`src/dfs_pkg.sv`:
```
// Package of the delimiter field splitter: sizes, register indexes,
// configuration and result types. No dependencies.
`default_nettype none
package dfs_pkg;

  localparam int unsigned MAX_STRING_LEN = 4096;
  localparam int unsigned MAP_BITS       = 256;
  localparam int unsigned POS_W          = 12;
  localparam int unsigned CNT_W          = 8;
  localparam int unsigned BYTE_W         = 8;
  localparam int unsigned CFG_IDX_W      = 3;
  localparam int unsigned CFG_DATA_W     = 64;
  localparam int unsigned POS_MAX_INT    =
    (MAX_STRING_LEN - 1 < 4095) ? (MAX_STRING_LEN - 1) : 4095;
  localparam logic [POS_W-1:0] POS_MAX   = POS_W'(POS_MAX_INT);

  localparam logic [CFG_IDX_W-1:0] CFG_SEP_MAP_0  = 3'd0;
  localparam logic [CFG_IDX_W-1:0] CFG_SEP_MAP_1  = 3'd1;
  localparam logic [CFG_IDX_W-1:0] CFG_SEP_MAP_2  = 3'd2;
  localparam logic [CFG_IDX_W-1:0] CFG_SEP_MAP_3  = 3'd3;
  localparam logic [CFG_IDX_W-1:0] CFG_MAX_FIELDS = 3'd4;
  localparam logic [CFG_IDX_W-1:0] CFG_COLLAPSE   = 3'd5;

  localparam logic [CFG_DATA_W-1:0] SEP_MAP_0_RST = 64'h0000_0001_0000_0200;
  localparam logic [CNT_W-1:0]      MAX_FIELDS_RST = 8'd255;

  typedef struct packed {
    logic [MAP_BITS-1:0] sep_map;
    logic [CNT_W-1:0]    max_fields;
    logic                collapse_runs;
  } dfs_cfg_t;

  typedef struct packed {
    logic [POS_W-1:0] field_start;
    logic [POS_W-1:0] field_length;
    logic [CNT_W-1:0] field_number;
    logic             has_field;
    logic             end_of_string;
    logic             too_long;
  } dfs_result_t;

endpackage
`default_nettype wire

```
`src/dfs_if.sv`:
```
// Channel interfaces of the delimiter field splitter: string bytes in,
// field results out and configuration writes. Depends on dfs_pkg.
`default_nettype none
interface dfs_byte_if import dfs_pkg::*; ();
  logic              valid;
  logic              ready;
  logic [BYTE_W-1:0] string_byte;
  modport source (output valid, output string_byte, input ready);
  modport sink   (input valid, input string_byte, output ready);
endinterface

interface dfs_field_if import dfs_pkg::*; ();
  logic             valid;
  logic             ready;
  logic [POS_W-1:0] field_start;
  logic [POS_W-1:0] field_length;
  logic [CNT_W-1:0] field_number;
  logic             has_field;
  logic             end_of_string;
  logic             too_long;
  modport source (output valid, output field_start, output field_length,
                  output field_number, output has_field, output end_of_string,
                  output too_long, input ready);
  modport sink   (input valid, input field_start, input field_length,
                  input field_number, input has_field, input end_of_string,
                  input too_long, output ready);
endinterface

interface dfs_cfg_if import dfs_pkg::*; ();
  logic                  valid;
  logic                  ready;
  logic [CFG_IDX_W-1:0]  index;
  logic [CFG_DATA_W-1:0] data;
  modport source (output valid, output index, output data, input ready);
  modport sink   (input valid, input index, input data, output ready);
endinterface
`default_nettype wire

```
`src/dfs_cfg_regs.sv`:
```
// Configuration register file of the delimiter field splitter.
// Depends on dfs_pkg and dfs_cfg_if.
`default_nettype none
module dfs_cfg_regs import dfs_pkg::*; (
  input  wire         clk_i,
  input  wire         rst_ni,
  dfs_cfg_if.sink     cfg_i,
  output dfs_cfg_t    cfg_o
);

  logic [CFG_DATA_W-1:0] map0_q, map1_q, map2_q, map3_q;
  logic [CNT_W-1:0]      max_fields_q;
  logic                  collapse_q;

  assign cfg_i.ready = 1'b1;

  always_ff @(posedge clk_i or negedge rst_ni) begin
    if (!rst_ni) begin
      map0_q       <= SEP_MAP_0_RST;
      map1_q       <= '0;
      map2_q       <= '0;
      map3_q       <= '0;
      max_fields_q <= MAX_FIELDS_RST;
      collapse_q   <= 1'b0;
    end else if (cfg_i.valid) begin
      case (cfg_i.index)
        CFG_SEP_MAP_0:  map0_q       <= cfg_i.data;
        CFG_SEP_MAP_1:  map1_q       <= cfg_i.data;
        CFG_SEP_MAP_2:  map2_q       <= cfg_i.data;
        CFG_SEP_MAP_3:  map3_q       <= cfg_i.data;
        CFG_MAX_FIELDS: max_fields_q <= cfg_i.data[CNT_W-1:0];
        CFG_COLLAPSE:   collapse_q   <= cfg_i.data[0];
        default: ;
      endcase
    end
  end

  assign cfg_o.sep_map       = {map3_q, map2_q, map1_q, map0_q};
  assign cfg_o.max_fields    = max_fields_q;
  assign cfg_o.collapse_runs = collapse_q;

endmodule
`default_nettype wire

```
`src/dfs_core.sv`:
```
// Per-string state and field decision of the delimiter field splitter.
// Depends on dfs_pkg.
`default_nettype none
module dfs_core import dfs_pkg::*; (
  input  wire               clk_i,
  input  wire               rst_ni,
  input  wire               step_i,
  input  wire  [BYTE_W-1:0] byte_i,
  input  dfs_cfg_t          cfg_i,
  output logic              emit_o,
  output dfs_result_t       result_o
);

  logic [POS_W-1:0] pos_q, pos_d, start_q, start_d;
  logic [CNT_W-1:0] fo_q, fo_d;
  logic             inside_q, inside_d, limit_q, limit_d, ovf_q, ovf_d;

  logic             is_end, is_sep, open, close;
  logic [POS_W-1:0] start_n;
  logic [CNT_W-1:0] fo_n, fo_inc;
  logic             inside_n, limit_n;

  always_comb begin
    is_end   = (byte_i == '0);
    is_sep   = !is_end && cfg_i.sep_map[byte_i];
    fo_inc   = fo_q + 1'b1;
    open     = (!cfg_i.collapse_runs || (!is_end && !is_sep)) && !inside_q &&
               (fo_q < cfg_i.max_fields);
    start_n  = open ? pos_q : start_q;
    fo_n     = open ? fo_inc : fo_q;
    inside_n = inside_q || open;
    limit_n  = limit_q || (open && (fo_inc >= cfg_i.max_fields));
    close    = is_sep && inside_n && !limit_n;

    emit_o                 = is_end || close;
    result_o.has_field     = is_end ? inside_n : 1'b1;
    result_o.field_start   = result_o.has_field ? start_n : '0;
    result_o.field_length  = result_o.has_field ? (pos_q - start_n) : '0;
    result_o.field_number  = fo_n;
    result_o.end_of_string = is_end;
    result_o.too_long      = ovf_q;

    if (is_end) begin
      pos_d    = '0;
      start_d  = '0;
      fo_d     = '0;
      inside_d = 1'b0;
      limit_d  = 1'b0;
      ovf_d    = 1'b0;
    end else begin
      start_d  = start_n;
      fo_d     = fo_n;
      inside_d = inside_n && !close;
      limit_d  = limit_n;
      if (pos_q < POS_MAX) begin
        pos_d = pos_q + 1'b1;
        ovf_d = ovf_q;
      end else begin
        pos_d = pos_q;
        ovf_d = 1'b1;
      end
    end
  end

  always_ff @(posedge clk_i or negedge rst_ni) begin
    if (!rst_ni) begin
      pos_q    <= '0;
      start_q  <= '0;
      fo_q     <= '0;
      inside_q <= 1'b0;
      limit_q  <= 1'b0;
      ovf_q    <= 1'b0;
    end else if (step_i) begin
      pos_q    <= pos_d;
      start_q  <= start_d;
      fo_q     <= fo_d;
      inside_q <= inside_d;
      limit_q  <= limit_d;
      ovf_q    <= ovf_d;
    end
  end

`ifndef SYNTHESIS
  a_end_clears: assert property (@(posedge clk_i) disable iff (!rst_ni)
    step_i && is_end |=> pos_q == '0 && fo_q == '0 && !inside_q && !ovf_q)
    else $error("string state not cleared after terminator");
  a_open_counted: assert property (@(posedge clk_i) disable iff (!rst_ni)
    inside_q |-> fo_q != '0)
    else $error("open field without a field count");
  a_start_le_pos: assert property (@(posedge clk_i) disable iff (!rst_ni)
    start_q <= pos_q)
    else $error("field start beyond current offset");
  a_ovf_saturated: assert property (@(posedge clk_i) disable iff (!rst_ni)
    ovf_q |-> pos_q == POS_MAX)
    else $error("overflow flag set before offset saturated");
`endif

endmodule
`default_nettype wire

```
`src/delimiter_field_splitter.sv`:
```
// Delimiter field splitter: splits zero-terminated byte strings into fields.
// One byte is transferred per cycle on byte_i while ready is high. A byte
// flagged in the 256-bit separator map (configuration registers 0 to 3)
// separates fields; configuration register 4 bounds the field count and
// register 5 selects collapse of separator runs. Writes on cfg_i are always
// taken. Each closed field, and every terminating zero byte, gives one
// transfer on field_o with offset, length and field count.
// A result is registered after its byte has passed the input register.
// Throughput is one byte per cycle: the byte sits in an input register while
// the per-string counters and the map lookup decide, and a result register
// holds the outcome. When field_o stalls, a byte that gives no result still
// moves on, and a byte that gives a result waits in the input register,
// which then drops ready. Reset restores the configuration reset values,
// clears the per-string state and empties both registers.
// Depends on dfs_pkg, the dfs interfaces, dfs_cfg_regs and dfs_core.
`default_nettype none
module delimiter_field_splitter import dfs_pkg::*; (
  input  wire         clk_i,
  input  wire         rst_ni,
  dfs_byte_if.sink    byte_i,
  dfs_field_if.source field_o,
  dfs_cfg_if.sink     cfg_i
);

  dfs_cfg_t          cfg;
  logic              in_vld_q;
  logic [BYTE_W-1:0] byte_q;
  logic              out_vld_q;
  dfs_result_t       res_q;
  logic              emit, advance;
  dfs_result_t       result;

  dfs_cfg_regs u_cfg (
    .clk_i  (clk_i),
    .rst_ni (rst_ni),
    .cfg_i  (cfg_i),
    .cfg_o  (cfg)
  );

  dfs_core u_core (
    .clk_i    (clk_i),
    .rst_ni   (rst_ni),
    .step_i   (advance),
    .byte_i   (byte_q),
    .cfg_i    (cfg),
    .emit_o   (emit),
    .result_o (result)
  );

  assign advance      = in_vld_q && (!emit || !out_vld_q || field_o.ready);
  assign byte_i.ready = !in_vld_q || advance;

  always_ff @(posedge clk_i or negedge rst_ni) begin
    if (!rst_ni) begin
      in_vld_q  <= 1'b0;
      out_vld_q <= 1'b0;
    end else begin
      if (byte_i.ready) begin
        in_vld_q <= byte_i.valid;
      end
      if (advance && emit) begin
        out_vld_q <= 1'b1;
      end else if (field_o.ready) begin
        out_vld_q <= 1'b0;
      end
    end
  end

  always_ff @(posedge clk_i) begin
    if (byte_i.ready && byte_i.valid) begin
      byte_q <= byte_i.string_byte;
    end
    if (advance && emit) begin
      res_q <= result;
    end
  end

  assign field_o.valid         = out_vld_q;
  assign field_o.field_start   = res_q.field_start;
  assign field_o.field_length  = res_q.field_length;
  assign field_o.field_number  = res_q.field_number;
  assign field_o.has_field     = res_q.has_field;
  assign field_o.end_of_string = res_q.end_of_string;
  assign field_o.too_long      = res_q.too_long;

endmodule
`default_nettype wire

```
`src/flat_wrapper.sv`:
```
// flat-port wrapper written by rule: the top's interface ports become plain ports
module delimiter_field_splitter_flat import dfs_pkg::*;
  (clk_i, rst_ni, byte_i_valid, byte_i_string_byte, byte_i_ready, field_o_valid, field_o_field_start, field_o_field_length, field_o_field_number, field_o_has_field, field_o_end_of_string, field_o_too_long, field_o_ready, cfg_i_valid, cfg_i_index, cfg_i_data, cfg_i_ready);
  dfs_byte_if byte_i_i ();
  dfs_field_if field_o_i ();
  dfs_cfg_if cfg_i_i ();
  input  wire clk_i;
  input  wire rst_ni;
  input wire logic [$bits(byte_i_i.valid)-1:0] byte_i_valid;
  input wire logic [$bits(byte_i_i.string_byte)-1:0] byte_i_string_byte;
  output wire logic [$bits(byte_i_i.ready)-1:0] byte_i_ready;
  output wire logic [$bits(field_o_i.valid)-1:0] field_o_valid;
  output wire logic [$bits(field_o_i.field_start)-1:0] field_o_field_start;
  output wire logic [$bits(field_o_i.field_length)-1:0] field_o_field_length;
  output wire logic [$bits(field_o_i.field_number)-1:0] field_o_field_number;
  output wire logic [$bits(field_o_i.has_field)-1:0] field_o_has_field;
  output wire logic [$bits(field_o_i.end_of_string)-1:0] field_o_end_of_string;
  output wire logic [$bits(field_o_i.too_long)-1:0] field_o_too_long;
  input wire logic [$bits(field_o_i.ready)-1:0] field_o_ready;
  input wire logic [$bits(cfg_i_i.valid)-1:0] cfg_i_valid;
  input wire logic [$bits(cfg_i_i.index)-1:0] cfg_i_index;
  input wire logic [$bits(cfg_i_i.data)-1:0] cfg_i_data;
  output wire logic [$bits(cfg_i_i.ready)-1:0] cfg_i_ready;
  assign byte_i_i.valid = byte_i_valid;
  assign byte_i_i.string_byte = byte_i_string_byte;
  assign byte_i_ready = byte_i_i.ready;
  assign field_o_valid = field_o_i.valid;
  assign field_o_field_start = field_o_i.field_start;
  assign field_o_field_length = field_o_i.field_length;
  assign field_o_field_number = field_o_i.field_number;
  assign field_o_has_field = field_o_i.has_field;
  assign field_o_end_of_string = field_o_i.end_of_string;
  assign field_o_too_long = field_o_i.too_long;
  assign field_o_i.ready = field_o_ready;
  assign cfg_i_i.valid = cfg_i_valid;
  assign cfg_i_i.index = cfg_i_index;
  assign cfg_i_i.data = cfg_i_data;
  assign cfg_i_ready = cfg_i_i.ready;
  delimiter_field_splitter u_core (.clk_i(clk_i), .rst_ni(rst_ni), .byte_i(byte_i_i), .field_o(field_o_i), .cfg_i(cfg_i_i));
endmodule
```
`config.mk`:
```
export PLATFORM = sky130hd
export DESIGN_NAME = delimiter_field_splitter_flat
export DESIGN_NICKNAME = d
export VERILOG_FILES = /design/src/dfs_pkg.sv /design/src/dfs_if.sv /design/src/dfs_cfg_regs.sv /design/src/dfs_core.sv /design/src/delimiter_field_splitter.sv /design/src/flat_wrapper.sv
export SDC_FILE = /design/constraint.sdc
export NUM_CORES = 1
export LEC_CHECK = 0
export BUFFER_PORTS_ARGS = -buffer_cell sky130_fd_sc_hd__buf_2
export CAP_MARGIN = 20
export CORE_ASPECT_RATIO = 0.8
export CORE_UTILIZATION = 40
export DETAILED_ROUTE_END_ITERATION = 10
export RECOVER_POWER = 50
export SLEW_MARGIN = 10
export SYNTH_ARGS = -nofsm -noshare
export SYNTH_HDL_FRONTEND = slang
export SYNTH_HIERARCHICAL = 1
export SYNTH_SLANG_ARGS = --single-unit
```
`constraint.sdc`:
```
create_clock -name clk_i -period 6.15 [get_ports clk_i]
set_input_delay 0.3075 -clock clk_i [delete_from_list [all_inputs] [get_ports clk_i]]
set_output_delay 0.3075 -clock clk_i [all_outputs]
set_load 0.02 [all_outputs]
```
==> flow_summary.json <==
{
  "p_clk_share_pct": 30.3,
  "drt-total-wl_mm": 39.8,
  "cts_root_buf": "clkbuf_16",
  "path_class": "flip-flop to flip-flop",
  "rrSetupSlack_ps": 490,
  "tightest_slew_ps": 4120,
  "grt_pass1_vias": 10600,
  "p_sw_share_pct": 29.7,
  "htree_levels": 2,
  "period_share_pct": 92.1,
  "hold_end": "u_core/u_cfg/map2_q[41]",
  "grt_first_pass_wirelength_mm": 64.3,
  "cts_buffers": 39,
  "arrival_ps": 5930,
  "wl_per_cell_um": 21.0,
  "finalSetupTns_ps": 0,
  "ys_seq_area_share_pct": 51.1,
  "final_cell_mix": "dfrtp_1 (292), mux2_2 (141), mux2i_1 (81)",
  "antenna_found_initial": 4,
  "num_io_pins": 118,
  "grt_usage_pct": 18.5,
  "cp_cell_sequence": "buf_12 -> mux4_2 -> mux2_2 -> o211ai_1 -> a21oi_1 -> or4_4 -> nand3_2 -> buf_4 -> mux2i_1 -> inv_1 -> fa_1 -> nor2b_1 -> o21ai_0 -> a21boi_0 -> o21ai_0 -> a21boi_0 -> o21ai_0 -> a21boi_0 -> mux2i_1 -> a31oi_1",
  "synth_nets": 1310,
  "register_area_sq_um": 8860,
  "power.internal_mw": 5.14,
  "place.gp.congestion": 0.812,
  "finalSetupViolations": 0,
  "worstHoldStart": "cfg_i_data[41]",
  "drive_gt1_share_pct": 31.2,
  "insertedDiodeCount": 0,
  "finalClockSkew_ps": 16.2,
  "instances_no_fill": 1897,
  "synth.top_cell.area_share_pct": 42.2,
  "synth_enable_flop_cells": 43,
  "dr_wl_met2_mm": 16.8,
  "start_util_pct": 40.9,
  "dp_hpwl_mm": 27.5,
  "peakVddDrop_v": 0.000166,
  "async_flop_share_pct": 87.5,
  "met3_length_mm": 1.91,
  "die_area_sq_um": 44200,
  "p_per_area_nw_per_um2": 382,
  "num_rows": 67,
  "seqPwrFrac_pct": 43.9,
  "syn_area_sq_um": 17300,
  "cts_tree": "done",
  "relSlewSlack_pct": -175,
  "m1WireLength_mm": 20.0,
  "hold_viol": 0,
  "nets": 1426,
  "highest_layer": "met5",
  "synth_cell_types": 73,
  "ys_ff_latch": 345,
  "fp.dieH_um": 188,
  "path_max_fanout": 24,
  "ys.flop_type": "dfrtp_1",
  "cap_violations": 5,
  "clk_pin_slew_ps": 60,
  "violations": "capacitance limit, slew limit",
  "min_path_type": "input pin to flip-flop",
  "cts_setup_buffers": 0,
  "cp-start-kind": "flip-flop",
  "multiInputGateArea_sq_um": 7440,
  "clock-sinks": 345,
  "cp_slowest_cell": "edfxtp_1",
  "routed-via-count": 10300,
  "r2r-start": "u_core/byte_q[0]",
  "slew_viol_final": 296,
  "synthCells": 1200,
  "synth_area_leaders": "dfrtp_1 (42%), mux2_4 (11%), mux2_2 (9.4%), edfxtp_1 (7.5%), mux2i_1 (4.7%)",
  "endpoint_kind": "flip-flop",
  "drt-initial-drc-count": 712,
  "p_leak_nw": 8.28,
  "drc": 0,
  "n_fill_cell": 3828,
  "rsz0062_at_grt": "false",
  "combPwrFrac_pct": 25.8,
  "rr_worst_depth": 20,
  "grt_overflow": 0,
  "die_w_um": 235,
  "synth_top_cell_by_area": "dfrtp_1",
  "core-area_sq_um": 42300,
  "syn_area_per_cell_sq_um": 14.4,
  "layout.cells.most_common": "dfrtp_1",
  "crit_family": "compound AO/OA/AOI/OAI gates",
  "cpPeakStageDelay_ps": 530,
  "status": "finished, violations left",
  "yosysWarnings": 6,
  "io_buffers": 116,
  "dpl.cell_count": 1819,
  "grt_max_degree": 116,
  "holdWs_ps": 55.3,
  "insertion_delay_ps": 530,
  "required_ps": 6410,
  "viasPerCell": 5.43,
  "area_delta_synth_final_pct": 10.2,
  "finalCriticalPeriod_ps": 5660,
  "max_clock_freq_ghz": 0.177,
  "critPathBufInv": 3,
  "ctsLongestPathBuffers": 3,
  "first_pass_iters": 6,
  "ant_nets": 0,
  "hold_depth": 2,
  "r2r_end": "u_core/field_o.field_length[10]",
  "p_sw_mw": 2.17
}
==> cells by family (layout without fill, tap and decap cells) <==
| logic type | Yosys count | count (layout) | share of synthesized area, % |
|---|---|---|---|
| flip-flops | 345 | 345 | 51.1 |
| buffers and inverters | 96 | 241 | 4.88 |
| XOR/XNOR | 20 | 20 | 1.01 |
| AO/OA/AOI/OAI | 134 | 134 | 5.54 |
| AND/OR/NAND/NOR | 188 | 188 | 5.81 |
| other | 1 | 1 | 0.0216 |
| adder cells (fa/ha/maj) | 30 | 30 | 2.21 |
| multiplexers | 386 | 386 | 29.4 |
==> registers in the layout (all words and copies together) (netlist names), 12 cells and up <==
| name | cells |
|---|---|
| u_core/u_cfg/map2_q | 64 |
| u_core/u_core/pos_q | 12 |
| u_core/u_cfg/map1_q | 64 |
| u_core/u_cfg/map0_q | 64 |
| u_core/field_o.field_length | 12 |
| u_core/u_core/start_q | 12 |
| u_core/field_o.field_start | 12 |
| u_core/u_cfg/map3_q | 64 |
==> power groups by stage <==
stage | sequential (mW) | combinational (mW) | clock (mW)
final | 3.21 | 1.88 | 2.21
after global routing | 3.28 | 2.08 | 2.36
after CTS | 3.21 | 1.97 | 2.28
after detailed placement | 3.24 | 1.95 | 0
after global placement | 3.24 | 1.89 | 0
after floorplan | 3.17 | 1.49 | 0
==> timing repair <==
item	CTS	global route
hold endpoints to repair	111	0
setup endpoints to repair	0	1
hold buffers	8	0
resized for setup	0	3
==> cells in the mapped netlist, drive strengths merged (4+ instances only) <==
cell / number
a21boi: 7
a21oi: 26
a22o: 18
a22oi: 27
a31oi: 7
and2: 7
and3: 5
buf: 58
clkbuf: 12
dfrtp: 292
dfstp: 10
edfxtp: 43
ha: 29
inv: 26
mux2: 275
mux2i: 81
mux4: 30
nand2: 40
nand2b: 7
nand3: 16
nand4: 14
nand4b: 4
nor2: 47
nor2b: 13
nor3: 13
o211ai: 4
o21a: 4
o21ai: 21
or3: 8
xnor2: 12
xor2: 8
==> routing by layer <==
metal | vias up | GRT usage [%]
met5 | - | 0
met4 | 8 | 5.47
met3 | 65 | 3.68
met2 | 242 | 26.7
met1 | 5300 | 28.0
li1 | 4685 | -
==> cell type report <==
cell class	count	share of cell area, %
well taps	552	3.62
clock inverters	13	0.544
repair buffers	145	4.15
clock buffers	57	5.83
inverters	26	0.511
multi-input cells	759	39.0
flip-flops and latches	345	46.4
==> through the flow <==
stage	setup WS (ps)	util (%)	power, mW	cell area, sq um
CTS	449	45.8	7.45	19400
global placement	623	42.7	5.13	18100
detailed placement	444	42.7	5.20	18100
floorplan	1290	-	4.66	17300
global route	70.2	45.1	7.72	19100
finish	487	45.1	7.30	19100
==> worst max-delay path by stage <==
| stage | to | slack [ps] | depth (start not counted) | from |
|---|---|---|---|---|
| 6_report | u_core/field_o.field_length[10] | 490 | 20 | u_core/byte_q[0] |
| 3_5_place_dp | u_core/field_o.field_length[10] | 440 | 21 | u_core/byte_q[0] |
| 3_3_place_gp | u_core/field_o.field_length[10] | 620 | 21 | u_core/byte_q[0] |
| 4_1_cts | u_core/field_o.field_length[10] | 450 | 21 | u_core/byte_q[0] |
| 2_1_floorplan | u_core/field_o.field_length[10] | 1290 | 20 | u_core/byte_q[0] |
| 5_1_grt | u_core/field_o.field_length[10] | 70 | 22 | u_core/byte_q[0] |
Power figures use the tool's default switching activity.
